## config.mk

```make
export PLATFORM = sky130hd
export DESIGN_NAME = crl_ctrl
export DESIGN_NICKNAME = d
export VERILOG_FILES = /design/src/rtl/crl_pkg.sv /design/src/rtl/crl_ctrl.sv
export SDC_FILE = /design/constraint.sdc
export NUM_CORES = 1
export LEC_CHECK = 0
export ABC_AREA = 1
export BUFFER_PORTS_ARGS = -buffer_cell sky130_fd_sc_hd__buf_2
export CORE_AREA = 2 2 39 41
export CTS_CLUSTER_SIZE = 14
export DETAILED_ROUTE_END_ITERATION = 8
export DIE_AREA = 0 0 41 43
export SLEW_MARGIN = 5
export SYNTH_ARGS = -nofsm -noshare
export SYNTH_HDL_FRONTEND = slang
export SYNTH_SLANG_ARGS = --single-unit
```

## constraint.sdc

```tcl
create_clock -name clock -period 1.4 [get_ports clock]
set_input_delay 0.07 -clock clock [delete_from_list [all_inputs] [get_ports clock]]
set_output_delay 0.07 -clock clock [all_outputs]
set_load 0.03 [all_outputs]
```

## src/rtl/crl_pkg.sv

```systemverilog
// crl_pkg: shared types and constants for the color ramp lookup block.
// No dependencies; used by every module in rtl.
package crl_pkg;
   localparam int KEY_W = 32;
   localparam int COLOR_W = 24;
   localparam int GAIN_FRAC_BITS = 16;
   localparam logic [7:0] GRAY_LEVEL = 8'd120;
   localparam logic [7:0] ALPHA_OPAQUE = 8'd255;

   localparam logic [1:0] ST_OK = 2'd0;
   localparam logic [1:0] ST_DUP = 2'd1;
   localparam logic [1:0] ST_FULL = 2'd2;
   localparam logic [1:0] ST_EMPTY = 2'd3;

   localparam logic [1:0] CSR_GAIN = 2'd0;
   localparam logic [1:0] CSR_OFFSET = 2'd1;
   localparam logic [1:0] CSR_ALPHA = 2'd2;

   localparam logic CMD_INSERT = 1'b0;
   localparam logic CMD_LOOKUP = 1'b1;

   // controller to datapath commands
   typedef struct packed {
      logic load;      // capture request
      logic scale;     // compute scaled key
      logic scan;      // compare one entry and advance index
      logic shift;     // move one entry up for insert
      logic write;     // write new entry at insert position
      logic div_start; // start lerp division
      logic finish;    // register result
   } ctl_type;

   // datapath to controller status
   typedef struct packed {
      logic is_lookup;
      logic scan_done;
      logic shift_done;
      logic need_div;
      logic div_done;
      logic insert_ok;
   } sts_type;
endpackage

```

## src/rtl/crl_ctrl.sv

```systemverilog
// crl_ctrl: sequencer for insert and lookup requests.
// Depends on crl_pkg.
module crl_ctrl
   import crl_pkg::*;
(
   input  logic    clock,
   input  logic    reset,
   input  logic    start,
   output logic    busy,
   input  sts_type sts,
   output ctl_type ctl
);
   typedef enum logic [6:0] {
      S_IDLE  = 7'b0000001,
      S_SCALE = 7'b0000010,
      S_SCAN  = 7'b0000100,
      S_SHIFT = 7'b0001000,
      S_WRITE = 7'b0010000,
      S_DIV   = 7'b0100000,
      S_DONE  = 7'b1000000
   } state_type;

   state_type state_ff, state_in;

   always_ff @(posedge clock) begin
      if (reset) state_ff <= S_IDLE;
      else state_ff <= state_in;
   end

   always_comb begin
      state_in = state_ff;
      ctl = '0;
      busy = (state_ff != S_IDLE);
      unique case (state_ff)
         S_IDLE: begin
            if (start) begin
               ctl.load = 1'b1;
               state_in = S_SCALE;
            end
         end
         S_SCALE: begin
            ctl.scale = 1'b1;
            state_in = S_SCAN;
         end
         S_SCAN: begin
            if (sts.scan_done) begin
               if (!sts.is_lookup) state_in = sts.insert_ok ? S_SHIFT : S_DONE;
               else if (sts.need_div) begin
                  ctl.div_start = 1'b1;
                  state_in = S_DIV;
               end else state_in = S_DONE;
            end else ctl.scan = 1'b1;
         end
         S_SHIFT: begin
            if (sts.shift_done) state_in = S_WRITE;
            else ctl.shift = 1'b1;
         end
         S_WRITE: begin
            ctl.write = 1'b1;
            state_in = S_DONE;
         end
         S_DIV: begin
            if (sts.div_done) state_in = S_DONE;
         end
         S_DONE: begin
            ctl.finish = 1'b1;
            state_in = S_IDLE;
         end
         default: state_in = S_IDLE;
      endcase
   end
endmodule

```

After elaboration in Yosys (flattened, before gate mapping) --
Cells that the tools add are included.
Word-level totals: bits in registers 7, input port bits 9, output and inout port bits 8, logic and storage cells 35
Cells by class: equality and inequality tests 12, multiplexer cells 21, reduce and logical (&&, ||, !) cells 1
Operators with widths (count):
- 2-to-1 mux 7 bit | 7
- case mux 7 bit (6 select lines) | 1
- 2-to-1 mux 1 bit | 13
- inequality test 2 bit (second input constant) | 4
- == test 7 x 1 -> 1 bit (second input constant) | 1
- == test 7 x 2 -> 1 bit (second input constant) | 1
- == test 7 x 3 -> 1 bit (second input constant) | 1
- == test 7 x 4 -> 1 bit (second input constant) | 1
- == test 7 x 5 -> 1 bit (second input constant) | 1
- == test 7 x 6 -> 1 bit (second input constant) | 1
- == test 7 bit (second input constant) | 1
- inequality test 7 x 1 -> 1 bit (second input constant) | 1
- AND reduction 4 bit | 1

Depth between registers and ports, before layout --
Gate-level depths: netlist of the first run.
depth in word-level cells 4, gate-level depth with buffers 8, depth with buffers taken out 8

Least setup slack after synthesis of the first run --
No wires, ideal clock.
kind flip-flop to output port, from register state_ff[2], to output ctl[0] (netlist bit), data arrival time 1.556 ns, data required time 1.330 ns, setup slack -0.226 ns, cell stages (with the launch flop) 6, path buffers 0, cells stage by stage dfxtp_1 inv_2 nand2_1 nor2_1 inv_1 nor4_1
RTL lines:
- start, declared | line crl_ctrl.sv:23 | state_type state_ff, state_in;
- start signal, assigned | line crl_ctrl.sv:27 | else state_ff <= state_in;
- end, declared | line crl_ctrl.sv:11 | output ctl_type ctl

==> flow_summary.ini, run 1 <==
[status]
status = finished clean

[place]
dp_hpwl_um = 926
place_area_um2 = 602
portBuffers = 16
dp_slack_ns = 0.101
gp_congestion = 0.868

[route]
firstDrtPassIters = 4
ant_nets = 0
drcViolationCount = 0
vias = 613
wl_per_cell_um = 10.9
drt_wl_total_um = 1390
viasPerCell = 4.83
dr.first_iter.drc_count = 16

[power_and_ir_drop]
max-vdd-ir-drop_v = 0.000524
power_leakage_nw = 0.441
clockPowerShare = 0.247
combPwrFrac = 0.445
powerDensity_nw_per_um2 = 873
swShare = 0.387
power_frac_seq = 0.308
power_switching_uw = 288
internal_power_uw = 455

[timing]
fin_ws_ns = 0.0201
min_period_ns = 1.38
setup_viol = 0
worstMarginPinSlew_ns = 0.231
fmax_mhz = 725
grt_setup_unrepaired = true
relSlewSlack = 0.846
hold_viol_final = 0
post-route-period-util = 0.986
finClkSkew_ns = 0.00602
slew_violations = 0

[critical_path]
reg2reg_depth = 10
start_kind = flop
critPathMaxFanout = 4
slowest_stage = dfxtp_2
critPathMaxStageDelay_ns = 0.33
worstReg2RegStart = state_ff[6]
crit_chain = inv_2 -> nand2_2 -> nor2_4 -> buf_6 -> nand2_4 -> nor2_4 -> buf_6
crit_arrival_ns = 1.31
crit_type = reg2out
rrSetupSlack_ns = 0.10
endpoint = ctl[6]
regToRegEndpoint = state_ff[6]
end_kind = primary output
cp.required_ns = 1.33
cp-startpoint = state_ff[6]

[yosys]
ys_seq_area_frac = 0.288
synth_top_area_frac = 0.288
yosysWarningCount = 0
synth-seq-cells = 7
yosys.area.top_type = dfxtp_1
syn_inst = 79
synthTopCellsByArea = dfxtp_1, inv_1, nand2_1
postSynthAreaPerCell_um2 = 6.16
synth_area_um2 = 487
synth_cell_types = 19
syn_nets = 88

[floorplan]
ioPinCount = 17
dieArea_um2 = 1760
num_rows = 14
core-area_um2 = 1380
die_h_um = 43
die_w_um = 41
start_util = 0.352

[finish]
synthToLayoutAreaGrowth_pct = 74.8
largest_register = state_ff
fin_area_um2 = 851
largestRegisters = state_ff: 7 flops
fillers = 131
largest_reg_flops = 7
nNetsFinal = 121
register_area_um2 = 146
multi_input_area_um2 = 362
final_layout_size_suffix_gt1_frac = 0.622
diodes = 0
final_cell_mix = inv_1, buf_4, nand2_1, inv_2, buf_2

[grt]
grt_pass1_vias = 516
grt.overflow.total = 0
grt_max_degree = 5
grt_antenna_before_repair = 0
grt_usage = 0.181
grt_pass1_wl_um = 2050

[flow_run]
max-cap-violations = 0

[clocking]
clkTransAtPathRegs_ns = 0.05
h-tree-depth = 1
cts_sinks = 7
cts_tree = done
clk_latency_ns = 0.26
cts_buffers = 3
clock-root-buffer = clkbuf_4
cts_max_path_buffers = 2

[worst_hold_path]
hp-start = reset
hold_path.class = in2reg
[metrics by stage]
step | power, mW | TNS [ns] | utilization | hold WS [ns] | instances
final | 0.743 | 0 | 0.615 | 0.0253 | 127
after CTS | 0.668 | 0 | 0.531 | 0.0163 | 121
after global placement | 0.445 | 0 | 0.435 | 0.280 | 111
after global routing | 0.777 | -0.130 | 0.615 | 0.0258 | 127
after floorplan | 0.394 | -0.0321 | - | 0.132 | 79
after detailed placement | 0.445 | 0 | 0.435 | 0.286 | 111
[what timing repair did]
action	CTS	global route
setup endpoints to repair	5	7
gates resized for setup	23	22
hold buffers	0	0
pin swaps	4	7
cloned	0	0
buffers inserted	6	6
hold endpoints to repair	0	0
[Yosys cell counts (all sizes together)]
| library cell | n |
|---|---|
| inv | 23 |
| nand2 | 18 |
| nor2 | 14 |
| dfxtp | 7 |
| nand3 | 6 |
| a21oi | 3 |
| nor4 | 2 |
| o21ai | 2 |
| nand3b | 1 |
| nand4 | 1 |
| nor3 | 1 |
| o21a | 1 |
[cell families (layout without fill, tap and decap cells)]
| logic type | Yosys count | count (layout) | synth area share |
|---|---|---|---|
| AO/OA/AOI/OAI | 6 | 6 | 0.0745 |
| buffers and inverters | 23 | 55 | 0.177 |
| flip-flops | 7 | 7 | 0.288 |
| AND/OR/NAND/NOR | 43 | 43 | 0.460 |
[per-layer routing]
layer	vias to the layer above	global-route usage	wire length, um
met5	-	0	0
met4	0	0.160	44
met3	5	0.0157	52
met2	22	0.275	760
met1	281	0.211	532
li1	305	-	-
[worst max-delay path: cells and delay by family, from the launching register on]
kind,cells,cell delay (ns)
buffers and inverters,3,0.34
and+or+nand+nor,4,0.38
DFF,1,0.33
[cell type report]
| class | count | share of cell area |
|---|---|---|
| Inverter | 23 | 0.104 |
| Timing Repair Buffer | 28 | 0.244 |
| Multi-Input combinational cell | 49 | 0.425 |
| Tap cell | 16 | 0.0235 |
| Clock buffer | 4 | 0.0309 |
| Sequential cell | 7 | 0.172 |
[power by group through the flow]
stage | logic [mW] | clock network [mW] | registers [mW]
floorplan | 0.162 | 0 | 0.231
global placement | 0.212 | 0 | 0.233
detailed placement | 0.212 | 0 | 0.233
CTS | 0.250 | 0.187 | 0.231
global route | 0.354 | 0.192 | 0.231
finish | 0.330 | 0.184 | 0.229
[how the worst min path moves through the flow]
stage,end,slack (ns),depth (start not counted)
finish,state_ff[3],0.03,2
global route,state_ff[3],0.03,2
CTS,state_ff[3],0.02,2
detailed placement,state_ff[3],0.29,2
global placement,state_ff[3],0.28,2
floorplan,state_ff[3],0.13,1
(Power assumes the default switching activity.)
==> run 2, diff against run 1 <==
==> constraint.sdc (replaced) <==
create_clock -name clock -period 1.4 [get_ports clock]
set_input_delay 0.35 -clock clock [delete_from_list [all_inputs] [get_ports clock]]
set_output_delay 0.35 -clock clock [all_outputs]
set_load 0.03 [all_outputs]
==> run 2 against run 1 <==
The run now ends with setup timing left. Highest routed layer unchanged. Clock skew is essentially flat. Via count is 1.8% higher. Fmax is 16% lower.
==> flow_summary.ini, run 2 (same netlist as run 1, synthesis figures left out) <==
[route]
wl_per_cell_um = 9.93
drt_wl_total_um = 1370
drcViolationCount = 0
ant_nets = 0
dr.first_iter.drc_count = 17
viasPerCell = 4.52
firstDrtPassIters = 4
vias = 624

[critical_path]
crit_chain = inv_2 -> nand2_4 -> nor2_2 -> nand2_2 -> inv_2 -> nand3_2 -> inv_2 -> buf_6
crit_top_cell = inv_2
slowest_stage = dfxtp_2
crit_type = reg2out
critPathMaxStageDelay_ns = 0.31
rrSetupSlack_ns = -0.07
start_kind = flop
crit_arrival_ns = 1.30
critPathTopFamily = simple AND/OR/NAND/NOR gates
end_kind = primary output
path_buf_inv = 4
critPathMaxFanout = 3
cp.required_ns = 1.05

[clocking]
cts_sinks = 7
cts_buffers = 3
clock-root-buffer = clkbuf_4
cts_tree = done
cts_max_path_buffers = 2
clkTransAtPathRegs_ns = 0.05
clk_latency_ns = 0.26
h-tree-depth = 1

[grt]
grt_usage = 0.171
grt_pass1_vias = 524
grt_pass1_wl_um = 1930
grt_antenna_before_repair = 0
grt.overflow.total = 0
grt_max_degree = 6

[finish]
largest_reg_flops = 7
fillers = 125
final_layout_size_suffix_gt1_frac = 0.672
fin_area_um2 = 922
nNetsFinal = 132
synthToLayoutAreaGrowth_pct = 89.5
register_area_um2 = 146
multi_input_area_um2 = 334
diodes = 0
largestRegisters = state_ff: 7 flops
final_cell_mix = buf_4, inv_1, nand2_1, inv_2, buf_6
largest_register = state_ff
layout_commonest_cell = buf_4

[place]
dp_hpwl_um = 968
gp_congestion = 0.844
place_area_um2 = 708
portBuffers = 16

[status]
violations = setup timing
status = finished, violations left

[timing]
min_period_ns = 1.65
hold_viol_final = 0
fmax_mhz = 606
setup_viol = 9
fin_ws_ns = -0.249
slew_violations = 0
grt_setup_unrepaired = true
relSlewSlack = 0.840
worstMarginPinSlew_ns = 0.240
finClkSkew_ns = 0.00616
holdWs_ns = 0.301
post-route-period-util = 1.18

[floorplan]
die_h_um = 43
ioPinCount = 17
dieArea_um2 = 1760
num_rows = 14
start_util = 0.352
core-area_um2 = 1380
die_w_um = 41

[power_and_ir_drop]
max-vdd-ir-drop_v = 0.000534
powerDensity_nw_per_um2 = 809
power_leakage_nw = 0.502

[flow_run]
max-cap-violations = 0

[worst_hold_path]
hold_path.class = in2reg
-- run 2: changes by cell type in the layout (fill, tap and decap cells not counted), sizes merged --
cell    previous run  this run
clkbuf             4         3
buf               28        39
clkinv             0         1
-- run 2: final cells by class --
type	count	share of cell area
clock buffer	3	0.0244
inverter	23	0.0936
tap	16	0.0217
timing repair buffer	39	0.334
clock inverter	1	0.00543
multi-input combinational	49	0.362
sequential	7	0.159
-- run 2: routing by layer --
metal	track usage	up-vias	routed length, um
met5	0	-	0
met4	0.120	0	27
met3	0.0314	4	60
met2	0.294	26	744
met1	0.169	272	537
li1	-	322	-
-- run 2: path summary, 6_finish.rpt --
path              depth (start not counted)     endpoint        start
setup / recovery                          8       ctl[1]  state_ff[1]
hold / removal                            2  state_ff[5]        reset
setup reg to reg                         11  state_ff[5]  state_ff[1]
hold reg to reg                           3  state_ff[5]  state_ff[6]
-- run 2: what timing repair did --
action                     4_1_cts  5_1_grt
resized for setup               32       10
pin swaps                        7       10
setup buffers                    7        7
setup endpoints to repair        8       13
hold buffers                     0        0
-- run 2: through the flow --
step / cells / setup slack, ns / total power [mW] / setup TNS, ns / utilization
4_1_cts: 136 / -0.258 / 0.741 / -1.61 / 0.627
2_1_floorplan: 79 / -0.157 / 0.399 / -0.287 / -
3_3_place_gp: 125 / -0.0162 / 0.488 / -0.0270 / 0.512
3_5_place_dp: 125 / -0.0399 / 0.492 / -0.0859 / 0.512
6_report: 138 / -0.249 / 0.746 / -1.55 / 0.666
5_1_grt: 138 / -0.327 / 0.786 / -2.37 / 0.666
-- run 2: power breakdown --
part / switching (mW) / total, mW / internal [mW]
combinational: 0.191 / 0.337 / 0.146
sequential: 0.00931 / 0.228 / 0.218
clock: 0.0768 / 0.181 / 0.104
==> run 3, diff against run 2 <==
--- a/config.mk
+++ b/config.mk
@@ -11,6 +11,9 @@
 export CTS_CLUSTER_SIZE = 14
 export DETAILED_ROUTE_END_ITERATION = 8
 export DIE_AREA = 0 0 41 43
+export PLACE_DENSITY = 0.67
+export RECOVER_POWER = 25
+export SKIP_LAST_GASP = 1
 export SLEW_MARGIN = 5
 export SYNTH_ARGS = -nofsm -noshare
 export SYNTH_HDL_FRONTEND = slang
==> run 3 against run 2 <==
The run still ends with setup timing left. Global-route usage grew 1.1 points. Register-to-register slack gained 0.17 ns. Critical path depth shrank 4. Cell count shrank 5.1%. Flip-flop and latch count is the same. Via count shrank 7.4%. Routed wire length grew 2.0%. Sequential power grew 4%. Non-clock buffer count shrank 7. Fmax grew 1.8%. Die area is the same. Core utilization shrank 3.3 points.
==> flow_summary.ini, run 3 (same netlist as run 1, synthesis figures left out) <==
[critical_path]
end_kind = primary output
start_kind = flop
rrSetupSlack_ns = 0.10
critPathMaxFanout = 3
cp.required_ns = 1.05
cp-startpoint = state_ff[1]
crit_type = reg2out
worstReg2RegStart = state_ff[0]
reg2reg_depth = 9
regToRegEndpoint = state_ff[6]
crit_arrival_ns = 1.27

[finish]
layout_commonest_cell = buf_4
largestRegisters = state_ff: 7 flops
nNetsFinal = 125
diodes = 0
final_layout_size_suffix_gt1_frac = 0.635
finalNonFillerCells = 131
largest_reg_flops = 7
largest_register = state_ff
fillers = 126
final_cell_mix = buf_4, nand2_1, inv_2, inv_1, buf_2
multi_input_area_um2 = 347
register_area_um2 = 149
final_core_util = 0.634
synthToLayoutAreaGrowth_pct = 80.2

[timing]
tns_ns = -1.25
hold_viol_final = 0
finClkSkew_ns = 0.00473
setup_viol = 8
grt_setup_unrepaired = true
relSlewSlack = 0.824
min_period_ns = 1.62
fmax_mhz = 617
fin_ws_ns = -0.220
slew_violations = 0
post-route-period-util = 1.16
worstMarginPinSlew_ns = 0.263

[power_and_ir_drop]
power_leakage_nw = 0.463
max-vdd-ir-drop_v = 0.000596
powerDensity_nw_per_um2 = 891

[clocking]
cts_buffers = 3
clock-root-buffer = clkbuf_4
cts_tree = done
h-tree-depth = 1
clk_latency_ns = 0.25
cts_max_path_buffers = 2
cts_sinks = 7
clkTransAtPathRegs_ns = 0.05

[status]
violations = setup timing
status = finished, violations left

[floorplan]
ioPinCount = 17
core-area_um2 = 1380
dieArea_um2 = 1760
die_h_um = 43
die_w_um = 41
num_rows = 14
start_util = 0.352

[grt]
grt_pass1_vias = 573
grt_usage = 0.182
grt_pass1_wl_um = 2170
grt.overflow.total = 0
grt_antenna_before_repair = 0
grt_max_degree = 5

[route]
firstDrtPassIters = 4
drt_wl_total_um = 1400
ant_nets = 0
vias = 578
dr.first_iter.drc_count = 6
viasPerCell = 4.41
wl_per_cell_um = 10.7
drcViolationCount = 0

[flow_run]
max-cap-violations = 0

[worst_hold_path]
hold_depth = 2
min_to = state_ff[3]
hp-start = reset
hold_path.class = in2reg

[place]
portBuffers = 16
dp.cells = 122
dp_hpwl_um = 955
gp_congestion = 0.889
dp_slack_ns = -0.0179
run 3: worst max-delay path, cell delays in order (launching register included):
cell     delay, ns
dfxtp_1       0.32
inv_2         0.06
buf_4         0.14
nor4_4        0.30
buf_4         0.21
run 3: how the worst max path moves through the flow:
stage / end / depth (start not counted) / slack [ns]
detailed placement: ctl[0] / 6 / -0.02
global placement: ctl[0] / 6 / -0.004
CTS: ctl[3] / 7 / -0.22
global route: ctl[5] / 4 / -0.27
finish: ctl[5] / 4 / -0.22
floorplan: ctl[0] / 5 / -0.16
run 3: what timing repair did:
item                                    4_1_cts  5_1_grt
resized for setup                            32       13
hold buffers                                  0        0
setup buffers                                 2        3
endpoints found under the setup margin        8        8
pin swaps                                     6        4
run 3: area by class of cell:
| class | instances | area share |
|---|---|---|
| clock buffers | 4 | 0.0300 |
| well taps | 16 | 0.0228 |
| flip-flops and latches | 7 | 0.170 |
| multi-input cells | 49 | 0.395 |
| inverters | 23 | 0.101 |
| repair buffers | 32 | 0.281 |
run 3: stage by stage:
| stage | total power [mW] | instance area (um^2) | hold slack (ns) |
|---|---|---|---|
| floorplan | 0.399 | 503 | 0.412 |
| global placement | 0.470 | 686 | 0.560 |
| detailed placement | 0.476 | 686 | 0.559 |
| CTS | 0.723 | 811 | 0.298 |
| global route | 0.833 | 877 | 0.293 |
| finish | 0.781 | 877 | 0.301 |
run 3: power by group:
group / switching (mW) / internal, mW / leakage (nW)
sequential: 0.0167 / 0.219 / 0.0591
clock: 0.0700 / 0.108 / 0.0150
combinational: 0.209 / 0.158 / 0.389
run 3: metal layers:
| layer | routed length (um) | vias up | track usage |
|---|---|---|---|
| met4 | 18 | 0 | 0.100 |
| li1 | - | 305 | - |
| met2 | 821 | 15 | 0.309 |
| met1 | 512 | 256 | 0.207 |
| met3 | 47 | 2 | 0.0157 |
| met5 | 0 | - | 0 |
